[src/rtl/ridi_fifo.sv]
// ridi_fifo: small flop-based queue between front and back, head shown directly.
// Depends on nothing; DEPTH must be a power of two, overflow guarded by the caller.
module ridi_fifo #(
   parameter int WIDTH = 8,
   parameter int DEPTH = 8
) (
   input  logic             clock,
   input  logic             reset,
   input  logic             push,
   input  logic [WIDTH-1:0] data_in,
   input  logic             pop,
   output logic [WIDTH-1:0] data_out,
   output logic             empty
);
   localparam int PTR_W = $clog2(DEPTH);

   logic [WIDTH-1:0] mem_ff [DEPTH];
   logic [PTR_W:0]   wr_ptr_ff, wr_ptr_in;
   logic [PTR_W:0]   rd_ptr_ff, rd_ptr_in;

   // advance pointers
   always_comb begin
      wr_ptr_in = wr_ptr_ff + (PTR_W+1)'(push);
      rd_ptr_in = rd_ptr_ff + (PTR_W+1)'(pop);
   end

   always_ff @(posedge clock) begin
      if (reset) begin
         wr_ptr_ff <= '0;
         rd_ptr_ff <= '0;
      end else begin
         wr_ptr_ff <= wr_ptr_in;
         rd_ptr_ff <= rd_ptr_in;
      end
   end

   // store entry
   always_ff @(posedge clock) begin
      if (push) begin
         mem_ff[wr_ptr_ff[PTR_W-1:0]] <= data_in;
      end
   end

   assign data_out = mem_ff[rd_ptr_ff[PTR_W-1:0]];
   assign empty    = (wr_ptr_ff == rd_ptr_ff);

endmodule

[config.mk]
export PLATFORM = sky130hd
export DESIGN_NAME = ridi_fifo
export DESIGN_NICKNAME = d
export VERILOG_FILES = /design/src/rtl/ridi_fifo.sv
export SDC_FILE = /design/constraint.sdc
export NUM_CORES = 1
export LEC_CHECK = 0
export BUFFER_PORTS_ARGS = -buffer_cell sky130_fd_sc_hd__buf_2
export CAP_MARGIN = 20
export CELL_PAD_IN_SITES_DETAIL_PLACEMENT = 2
export CELL_PAD_IN_SITES_GLOBAL_PLACEMENT = 2
export CORE_ASPECT_RATIO = 0.7
export CORE_UTILIZATION = 43
export CTS_BUF_LIST = sky130_fd_sc_hd__clkbuf_8
export DETAILED_ROUTE_END_ITERATION = 6
export GPL_TIMING_DRIVEN = 0
export PLACE_DENSITY_LB_ADDON = 0.08
export REMOVE_ABC_BUFFERS = 1
export SETUP_SLACK_MARGIN = 0.05
export SLEW_MARGIN = 25
export SYNTH_ARGS = -nofsm -noshare
export SYNTH_HDL_FRONTEND = slang
export SYNTH_SLANG_ARGS = --single-unit
export TNS_END_PERCENT = 5
[constraint.sdc]
create_clock -name clock -period 1.7 [get_ports clock]
set_input_delay 0.255 -clock clock [delete_from_list [all_inputs] [get_ports clock]]
set_output_delay 0.255 -clock clock [all_outputs]
set_load 0.03 [all_outputs]
==> flow_summary.yaml, run 1 <==
power_and_ir_drop:
  netSwitchingFraction_pct: 23.1
  ir_drop_mv: 0.515
  p_seq_share_pct: 51.4
  internal_power_mw: 3.03
  p_switching_uw: 910
  combPwrFrac_pct: 11.7
  pwr-share-clk_pct: 36.9
  power_density_mw_per_mm2: 1160
  leakage_nw: 1.15
sta:
  finalCritPeriodShare_pct: 123
  worstMarginPinSlew_ns: 0.628
  fmax_ghz: 0.479
  setup_viol: 9
  rsz0062_at_grt: "yes"
  worst_slack_ns: -0.386
  hold_viol: 0
  slew_headroom_pct: 58.1
  period_needed_ns: 2.09
  clock_skew_ns: 0.00560
  timing.hold.ws_ns: 0.180
  drv_slew: 0
finish:
  area_growth_syn_to_layout_pct: 18.0
  drive_gt1_share_pct: 43.7
  nets: 185
  fin_util_pct: 53.5
  antenna_cells: 0
floorplan:
  die_area_sq_mm: 0.00701
  ios: 21
  start_util_pct: 45.3
  die-width_um: 99.7
  die_h_um: 70.4
  core.rowCount: 24
  design.core.area_sq_mm: 0.00634
worst_setup_path:
  cp.required_ns: 1.44
  crit_chain: "buf_12, mux4_2, mux2_2, buf_6"
  worstPathMaxFanout: 6
  crit_path_end_kind: "output port"
  cp.arrival_ns: 1.83
  rrSetupSlack_ns: 0.07
  crit_path_top_delay_cell: "mux4_2"
  path_class: "reg -> out"
  start_kind: "register"
  slowest_delay_ns: 0.52
  cp_top_family: "multiplexers"
  cp_num_buf_inv: 2
routing:
  wl_per_cell_um: 23.5
  ant_nets: 0
  totalWireLength_um: 6230
  viasPerCell: 5.29
  route.detailed.drc: 0
  drtPass1Iterations: 4
  first_iter_violations: 85
  vias: 1401
synth:
  synthArstFlopShare_pct: 0
  synth_flop_cell: "edfxtp_1"
  synthTopCellsByArea: "edfxtp_1, mux4_1, dfxtp_1, mux2_2, xor2_1"
  synth_area_leader_cell: "edfxtp_1"
  netlist_top_cells_count: "edfxtp_1, mux4_1, nor2_1"
  synthMuxAreaShare_pct: 17.8
  synth_top_area_share_pct: 66.9
  synth_seq_cells: 72
  ys_types: 18
  synth-simple-area-share_pct: 4.01
  synth_xor_area_share_pct: 2.44
  yosys_warnings: 0
  syn_inst: 137
  synth_compound_area_share_pct: 0
  synthAdderAreaFrac_pct: 1.74
  synth.avg_cell_area_sq_um: 21.0
  synth.most_common_cell: "edfxtp_1"
  synth_seq_area_share_pct: 72.5
  synth_edf_count: 64
  synth_top_family_by_area: "multiplexers"
  synth_area_sq_mm: 0.00287
clock_tree:
  cts-root-buf: "clkbuf_8"
  h-tree-depth: 3
  cts_tree: "yes"
  cts_buffers: 9
  clockBufferDepth: 2
  clk_latency_ns: 0.34
  cts_sinks: 72
  cts.clk_slew.worst_paths_ns: 0.08
placement:
  dp_hpwl_um: 3730
  io_buffers: 20
  place.gp.congestion: 0.649
global_routing:
  grt_pass1_vias: 1600
  antenna_found_initial: 0
  grt_max_degree: 20
  track_usage_pct: 20.5
  grt.overflow.total: 0
  grt_pass1_wl_um: 9640
job:
  maxCapViolCount: 0
status:
  failed_checks: "setup timing"
  status: "finished, violations left"
hold_path:
  hold_class: "in -> reg"
state kept, by name (all words and copies together), names as in the netlist:
signal     count
mem_ff        64
rd_ptr_ff      4
wr_ptr_ff      4
layer usage:
layer / up-vias / part of all wire (%) / wire [um] / global-route usage (%)
met2: 42 / 50 / 3140 / 32.6
met1: 738 / 43 / 2700 / 25.5
li1: 609 / - / - / -
met5: - / 0 / 0 / 0
met4: 0 / 2.2 / 140 / 7.84
met3: 12 / 3.9 / 240 / 7.91
cell usage in the layout, fill, tap and decap left out:
| cell | count |
|---|---|
| edfxtp_1 | 64 |
| mux4_2 | 16 |
| buf_2 | 11 |
| clkbuf_8 | 9 |
| buf_6 | 9 |
| xor2_1 | 6 |
| mux2_4 | 5 |
| nor2_2 | 5 |
| dfxtp_1 | 5 |
| nor2b_1 | 4 |
| nor2_1 | 4 |
| ha_1 | 4 |
| buf_4 | 4 |
| mux2_2 | 3 |
| nand2b_1 | 3 |
| nand2_1 | 2 |
| xnor2_1 | 2 |
| nand3_1 | 2 |
| bufinv_16 | 2 |
| clkinv_2 | 2 |
| dfxtp_4 | 2 |
| buf_12 | 2 |
| nor3_4 | 1 |
| nor3_2 | 1 |
| nor2_4 | 1 |
| nor4_2 | 1 |
| clkinv_1 | 1 |
| inv_6 | 1 |
| inv_1 | 1 |
| dfxtp_2 | 1 |
logic make-up after synthesis:
| group | count (synthesis) |
|---|---|
| xor+xnor | 8 |
| flops | 72 |
| buf+inv | 5 |
| mux | 24 |
| fa+ha+maj | 4 |
| simple gates | 24 |
cell type report:
class,instances,area (sq um)
fill,546,2950
sequential,72,2090
multi-input combinational,60,747
timing repair buffer,26,226
clock buffer,9,124
tap,91,114
clock inverter,7,86.3
repair_timing:
action | 4_1_cts | 5_1_grt
hold buffers | 0 | 0
gates resized for setup | 51 | 2
buffers inserted | 4 | 0
setup endpoints to repair | 61 | 22
through the flow:
stage / power (mW) / area [sq um] / std cells / TNS, ns / setup slack, ns
2_1_floorplan: 2.27 / 2830 / 132 / -2.55 / -0.442
3_3_place_gp: 2.38 / 3040 / 243 / -13.64 / -0.730
3_5_place_dp: 2.41 / 3070 / 245 / -10.39 / -0.782
4_1_cts: 3.98 / 3380 / 265 / -3.30 / -0.407
5_1_grt: 4.08 / 3390 / 265 / -3.79 / -0.457
6_report: 3.94 / 3390 / 265 / -3.09 / -0.386
power by group through the flow:
stage	combinational (mW)	sequential [mW]	clock, mW
finish	0.461	2.02	1.45
floorplan	0.227	2.05	0
detailed placement	0.337	2.07	0
global placement	0.314	2.07	0
CTS	0.468	2.02	1.49
global route	0.491	2.03	1.56
path summary, 6_finish.rpt:
check / from / endpoint / cells after the start
max reg2reg: wr_ptr_ff[2]$_SDFF_PP0_ / mem_ff[5][6]$_DFFE_PP_ / 2
max: rd_ptr_ff[0]$_SDFF_PP0_ / data_out[7] / 4
min: data_in[5] / mem_ff[7][5]$_DFFE_PP_ / 1
min reg2reg: rd_ptr_ff[3]$_SDFF_PP0_ / rd_ptr_ff[3]$_SDFF_PP0_ / 2
Note: power is estimated with default switching activity, not from simulation.
==> inputs of run 2 (changes only) <==
- ABC_AREA: not set -> 1
- CORE_UTILIZATION: 43 -> 36
- HOLD_SLACK_MARGIN: not set -> 0.12
==> run 2 against run 1 <==
  * The run still ends with setup timing left
  * Sequential share of layout area shrank 11 points
  * Utilization decreased by 4.9 points
  * Design area up 23%
  * Sequential power about the same
  * Die area grew 34%
  * Total power grew 13%
  * Largest cell class unchanged
  * Non-clock buffer count rose by 5
==> flow_summary.yaml, run 2 <==
worst_setup_path:
  r2r-start: "rd_ptr_ff[0]$_SDFF_PP0_"
  cp-startpoint: "rd_ptr_ff[0]$_SDFF_PP0_"
  slowest_delay_ns: 0.40
  worstPathMaxFanout: 17
  path_depth: 8
  path_class: "reg -> out"
  cp.arrival_ns: 1.56
  crit_end: "data_out[3]"
  rrSetupSlack_ns: 0.18
  cp.required_ns: 1.44
  crit_chain: "buf_12, inv_16, nand2_1, nand3_1, nand2_2, nand2_2, nand2_1, buf_6"
  crit_path_top_delay_cell: "dfxtp_4"
  start_kind: "register"
  ff2ff_path_depth: 6
  cp_num_buf_inv: 3
  r2r-end: "rd_ptr_ff[2]$_SDFF_PP0_"
  cp_top_family: "simple AND/OR/NAND/NOR gates"
  crit_path_end_kind: "output port"
floorplan:
  die_h_um: 81.4
  die_area_sq_mm: 0.00940
  start_util_pct: 37.8
  die-width_um: 115
  design.core.area_sq_mm: 0.00858
  core.rowCount: 28
  ios: 21
synth:
  synth_area_sq_mm: 0.00324
  netlist_top_cells_count: "nand2_1, inv_1, edfxtp_1"
  synth.most_common_cell: "nand2_1"
  synth_edf_count: 64
  syn_inst: 339
  yosys_warnings: 0
  synth_seq_area_share_pct: 64.2
  synth_flop_cell: "edfxtp_1"
  synth.avg_cell_area_sq_um: 9.57
  synthTopCellsByArea: "edfxtp_1, nand2_1, inv_1, nand3_1, dfxtp_1"
  ys_types: 16
  synth_top_area_share_pct: 59.2
  synth_seq_cells: 72
  synthArstFlopShare_pct: 0
  synth_area_leader_cell: "edfxtp_1"
clock_tree:
  cts_tree: "yes"
  clockBufferDepth: 2
  cts.clk_slew.worst_paths_ns: 0.08
  cts_sinks: 72
  cts-root-buf: "clkbuf_8"
  h-tree-depth: 3
  clk_latency_ns: 0.36
  cts_buffers: 9
routing:
  vias: 2368
  ant_nets: 0
  route.detailed.drc: 0
  wl_per_cell_um: 20.1
  first_iter_violations: 87
  drtPass1Iterations: 4
  viasPerCell: 4.77
  totalWireLength_um: 9950
power_and_ir_drop:
  leakage_nw: 1.86
  ir_drop_mv: 0.538
  power_density_mw_per_mm2: 1070
status:
  failed_checks: "setup timing"
  status: "finished, violations left"
sta:
  finalCritPeriodShare_pct: 106
  hold_viol: 0
  timing.hold.ws_ns: 0.166
  setup_tns_ns: -0.680
  drv_slew: 0
  worstMarginPinSlew_ns: 0.671
  fmax_ghz: 0.552
  period_needed_ns: 1.81
  clock_skew_ns: 0.0109
  slew_headroom_pct: 55.2
  setup_viol: 9
  rsz0062_at_grt: "yes"
  worst_slack_ns: -0.110
global_routing:
  grt.overflow.total: 0
  grt_pass1_vias: 2583
  grt_max_degree: 18
  track_usage_pct: 22.0
  grt_pass1_wl_um: 14400
  antenna_found_initial: 0
finish:
  instances_no_fill: 496
  largest_register_ffs: 64
  regArea_sq_mm: 0.00209
  nets: 387
  antenna_cells: 0
  area_growth_syn_to_layout_pct: 28.4
  multi_input_area_sq_um: 985
  fill_cells: 887
  final_cell_mix: "nand2_1, inv_1, edfxtp_1, nand2_2, nand3_2"
  drive_gt1_share_pct: 29.8
  final_common_cell: "nand2_1"
placement:
  place.gp.congestion: 0.636
  dp.cells: 469
  io_buffers: 20
  dp_hpwl_um: 5220
  dpl_worst_slack_ns: -0.494
job:
  maxCapViolCount: 0
hold_path:
  hold_class: "in -> reg"
[run 2: cell count changes after synthesis, moves of 3 or more]
cell and delta:
inv_1 +74, nand2b_1 -3, mux2_2 -8, buf_6 +4, nand3_1 +32, mux4_1 -16, buf_4 +5, xor2_1 -6
nor2b_1 -4, nor2_1 +5, nand2_1 +116
[run 2: kinds of logic (layout without fill, tap and decap cells)]
family	Yosys count	count (layout)	share of synthesized area [%]
xor gates and xnor gates	2	2	0.540
and+or+nand+nor	169	169	21.0
adders and majority gates	4	4	1.54
buffers and inverters	88	125	12.1
AOI/OAI and AO/OA	4	4	0.617
DFF	72	72	64.2
[run 2: what timing repair did]
item | 4_1_cts | 5_1_grt
pin swaps | 10 | 30
cloned | 3 | 2
hold buffers | 0 | 0
buffers inserted | 3 | 3
endpoints found under the setup margin | 73 | 9
resized for setup | 50 | 50
[run 2: report_power, final]
| group | internal, mW | total (mW) | switching, mW |
|---|---|---|---|
| Combinational | 0.295 | 0.763 | 0.468 |
| Clock | 0.980 | 1.68 | 0.696 |
| Sequential | 1.97 | 2.00 | 0.0321 |
| Total | 3.25 | 4.44 | 1.20 |
[run 2: worst register-to-register path, cell delays in order (launching register included)]
cell	delay (ns)
dfxtp_4	0.38
buf_12	0.14
clkbuf_16	0.18
ha_1	0.23
ha_1	0.22
xnor2_1	0.18
nor2_1	0.07
[run 2: final cells by class]
| cell class | count | share of cell area [%] |
|---|---|---|
| flip-flops and latches | 72 | 50.3 |
| multi-input cells | 179 | 23.6 |
| repair buffers | 31 | 8.53 |
| inverters | 77 | 7.75 |
| well taps | 120 | 3.60 |
| clock buffers | 9 | 2.97 |
| clock inverters | 7 | 2.85 |
| repair inverters | 1 | 0.391 |
[run 2: per-layer routing]
layer  global-route usage, %  part of all wire, %  vias up  wire length (um)
met5                       0                    0        -                 0
met4                    7.79                  1.7        0               166
met3                    5.02                  4.9       16               487
met2                    38.4                   52       46              5200
met1                    27.1                   41     1189              4100
li1                        -                    -     1117                 -
[run 2: worst min path at each step]
stage                            startpoint  cells after the start                      end  slack, ns
finish                           data_in[5]                      1   mem_ff[4][5]$_DFFE_PP_       0.17
floorplan                             reset                      1  rd_ptr_ff[0]$_SDFF_PP0_       0.33
global route                     data_in[1]                      1   mem_ff[6][1]$_DFFE_PP_       0.17
detailed placement  rd_ptr_ff[3]$_SDFF_PP0_                      2  rd_ptr_ff[3]$_SDFF_PP0_       0.49
global placement    wr_ptr_ff[3]$_SDFF_PP0_                      2  wr_ptr_ff[3]$_SDFF_PP0_       0.47
CTS                                   reset                      2  rd_ptr_ff[1]$_SDFF_PP0_       0.16
[run 2: through the flow]
step,util (%),power (mW),cell area [sq um]
2_1_floorplan,-,2.35,3150
3_3_place_gp,39.6,2.51,3400
3_5_place_dp,39.8,2.54,3420
4_1_cts,45.5,4.35,3910
5_1_grt,48.5,4.58,4170
6_report,48.5,4.44,4170
==> inputs of run 3 (changes only) <==
- CORE_UTILIZATION: 36 -> 40
- clock period: 1.7 -> 2 ns (I/O delays scaled with it)
==> run 3 against run 2 <==
  * The run now ends clean
  * Hold slack improved by 0.064 ns
  * Cell count down 5.4%
  * Worst setup slack improved by 0.25 ns
  * Combinational power is 41% lower
  * Global-route usage up 1.2 points
  * Clock power decreased by 24%
  * Critical path depth unchanged
  * Non-clock buffer count fell by 7
  * Total power is 23% lower
  * Via count shrank 1.7%
  * Count of clock-buffer cells in the layout is 1 higher
  * Register-to-register slack better by 0.04 ns
  * Largest power group unchanged
==> flow_summary.yaml, run 3 (same netlist as run 2, synthesis figures left out) <==
status:
  status: "complete, no violations"
placement:
  dpl_worst_slack_ns: -0.303
  place.gp.congestion: 0.667
  placed_area_sq_mm: 0.00337
  dp.cells: 449
  dp_hpwl_um: 5540
  io_buffers: 20
floorplan:
  core.rowCount: 27
  ios: 21
  start_util_pct: 41.2
  die-width_um: 110
  die_area_sq_mm: 0.00848
  design.core.area_sq_mm: 0.00787
  die_h_um: 77.4
power_and_ir_drop:
  power_density_mw_per_mm2: 935
  ir_drop_mv: 0.375
  leakage_nw: 1.67
  total_power_mw: 3.44
finish:
  fill_cells: 855
  fin_util_pct: 46.7
  fin_area_sq_mm: 0.00367
  antenna_cells: 0
  nets: 379
  instances_no_fill: 469
  final_common_cell: "nand2_1"
  drive_gt1_share_pct: 12.2
  final_cell_mix: "nand2_1, inv_1, edfxtp_1, nand3_1, buf_2"
  largest_register_ffs: 64
  area_growth_syn_to_layout_pct: 13.3
clock_tree:
  cts_hold_buf: 0
  clockBufferDepth: 2
  cts_buffers: 9
  cts_tree: "yes"
  cts_sinks: 72
  clk_latency_ns: 0.35
  cts.clk_slew.worst_paths_ns: 0.08
  h-tree-depth: 3
  cts-root-buf: "clkbuf_8"
global_routing:
  met3_usage_pct: 5.29
  antenna_found_initial: 0
  grt.overflow.total: 0
  grt_pass1_vias: 2523
  track_usage_pct: 23.2
  grt_use_met1_pct: 26.0
  busiest_layer: "met2"
  grt_use_met2_pct: 41.7
  grt_max_degree: 34
  grt_pass1_wl_um: 13500
routing:
  totalWireLength_um: 9060
  drtPass1Iterations: 4
  viasPerCell: 4.96
  wl_per_cell_um: 19.3
  vias: 2328
  first_iter_violations: 124
  ant_nets: 0
  route.detailed.drc: 0
sta:
  hold_viol: 0
  setup_viol: 0
  timing.hold.ws_ns: 0.229
  setup_tns_ns: 0
  period_needed_ns: 1.86
  clock_skew_ns: 0.0115
  finalCritPeriodShare_pct: 93.0
  worstMarginPinSlew_ns: 1.07
  slew_headroom_pct: 28.7
  fmax_ghz: 0.538
  drv_slew: 0
  worst_slack_ns: 0.141
  rsz0062_at_grt: "yes"
worst_setup_path:
  ff2ff_path_depth: 2
  slowest_delay_ns: 0.38
  crit_chain: "buf_4, buf_12, nand2_1, nand3_1, nand2_1, nand2_1, nand2_1, buf_2"
  cp_top_family: "buffers and inverters"
  crit_path_frequent_cell: "nand2_1"
  crit_path_top_delay_cell: "dfxtp_4"
  r2r-end: "mem_ff[7][7]$_DFFE_PP_"
  cp.arrival_ns: 1.56
  cp.required_ns: 1.70
  cp_num_buf_inv: 3
  r2r-start: "wr_ptr_ff[2]$_SDFF_PP0_"
  cp-startpoint: "rd_ptr_ff[0]$_SDFF_PP0_"
  crit_path_end_kind: "output port"
  path_class: "reg -> out"
  worstPathMaxFanout: 17
  rrSetupSlack_ns: 0.22
  start_kind: "register"
hold_path:
  hold_depth: 1
  hold_class: "in -> reg"
  worstHoldEndpoint: "mem_ff[0][4]$_DFFE_PP_"
  hp-start: "data_in[4]"
job:
  maxCapViolCount: 0
run 3: cell types whose count changed in the layout (fill, tap and decap cells not counted), moves of 4 or more:
cell	change
buf_2	+8
nand2_2	-28
nand2_1	+32
nand3_1	+19
nor2_1	+7
nand3_2	-19
nor2_2	-7
nand2_4	-4
buf_6	-9
run 3: cell type report:
| class | count | area, sq um | area share, % |
|---|---|---|---|
| tap | 101 | 126 | 3.44 |
| clock inverter | 6 | 83.8 | 2.28 |
| clock buffer | 10 | 138 | 3.75 |
| timing repair buffer | 24 | 155 | 4.22 |
| inverter | 77 | 307 | 8.34 |
| multi-input combinational | 179 | 772 | 21.0 |
| sequential | 72 | 2090 | 57.0 |
run 3: power breakdown:
| part | switching (mW) | internal, mW |
|---|---|---|
| registers | 0.0310 | 1.68 |
| clock network | 0.549 | 0.732 |
| logic | 0.318 | 0.129 |
| total | 0.898 | 2.54 |
run 3: how the worst max path moves through the flow:
| stage | endpoint | slack, ns | depth (start not counted) |
|---|---|---|---|
| floorplan | empty | -0.02 | 4 |
| global placement | data_out[0] | -0.77 | 7 |
| detailed placement | empty | -0.30 | 5 |
| CTS | data_out[7] | 0.02 | 6 |
| global route | data_out[2] | 0.04 | 8 |
| finish | data_out[1] | 0.14 | 8 |
run 3: per-layer routing:
| layer | part of all wire, % | routed length (um) |
|---|---|---|
| met5 | 0 | 0 |
| met4 | 2.7 | 248 |
| met3 | 2.5 | 222 |
| met2 | 52 | 4690 |
| met1 | 43 | 3900 |
run 3: what timing repair did:
item | CTS | global route
endpoints found under the setup margin | 9 | 8
gates resized for setup | 7 | 6
setup buffers | 3 | 1
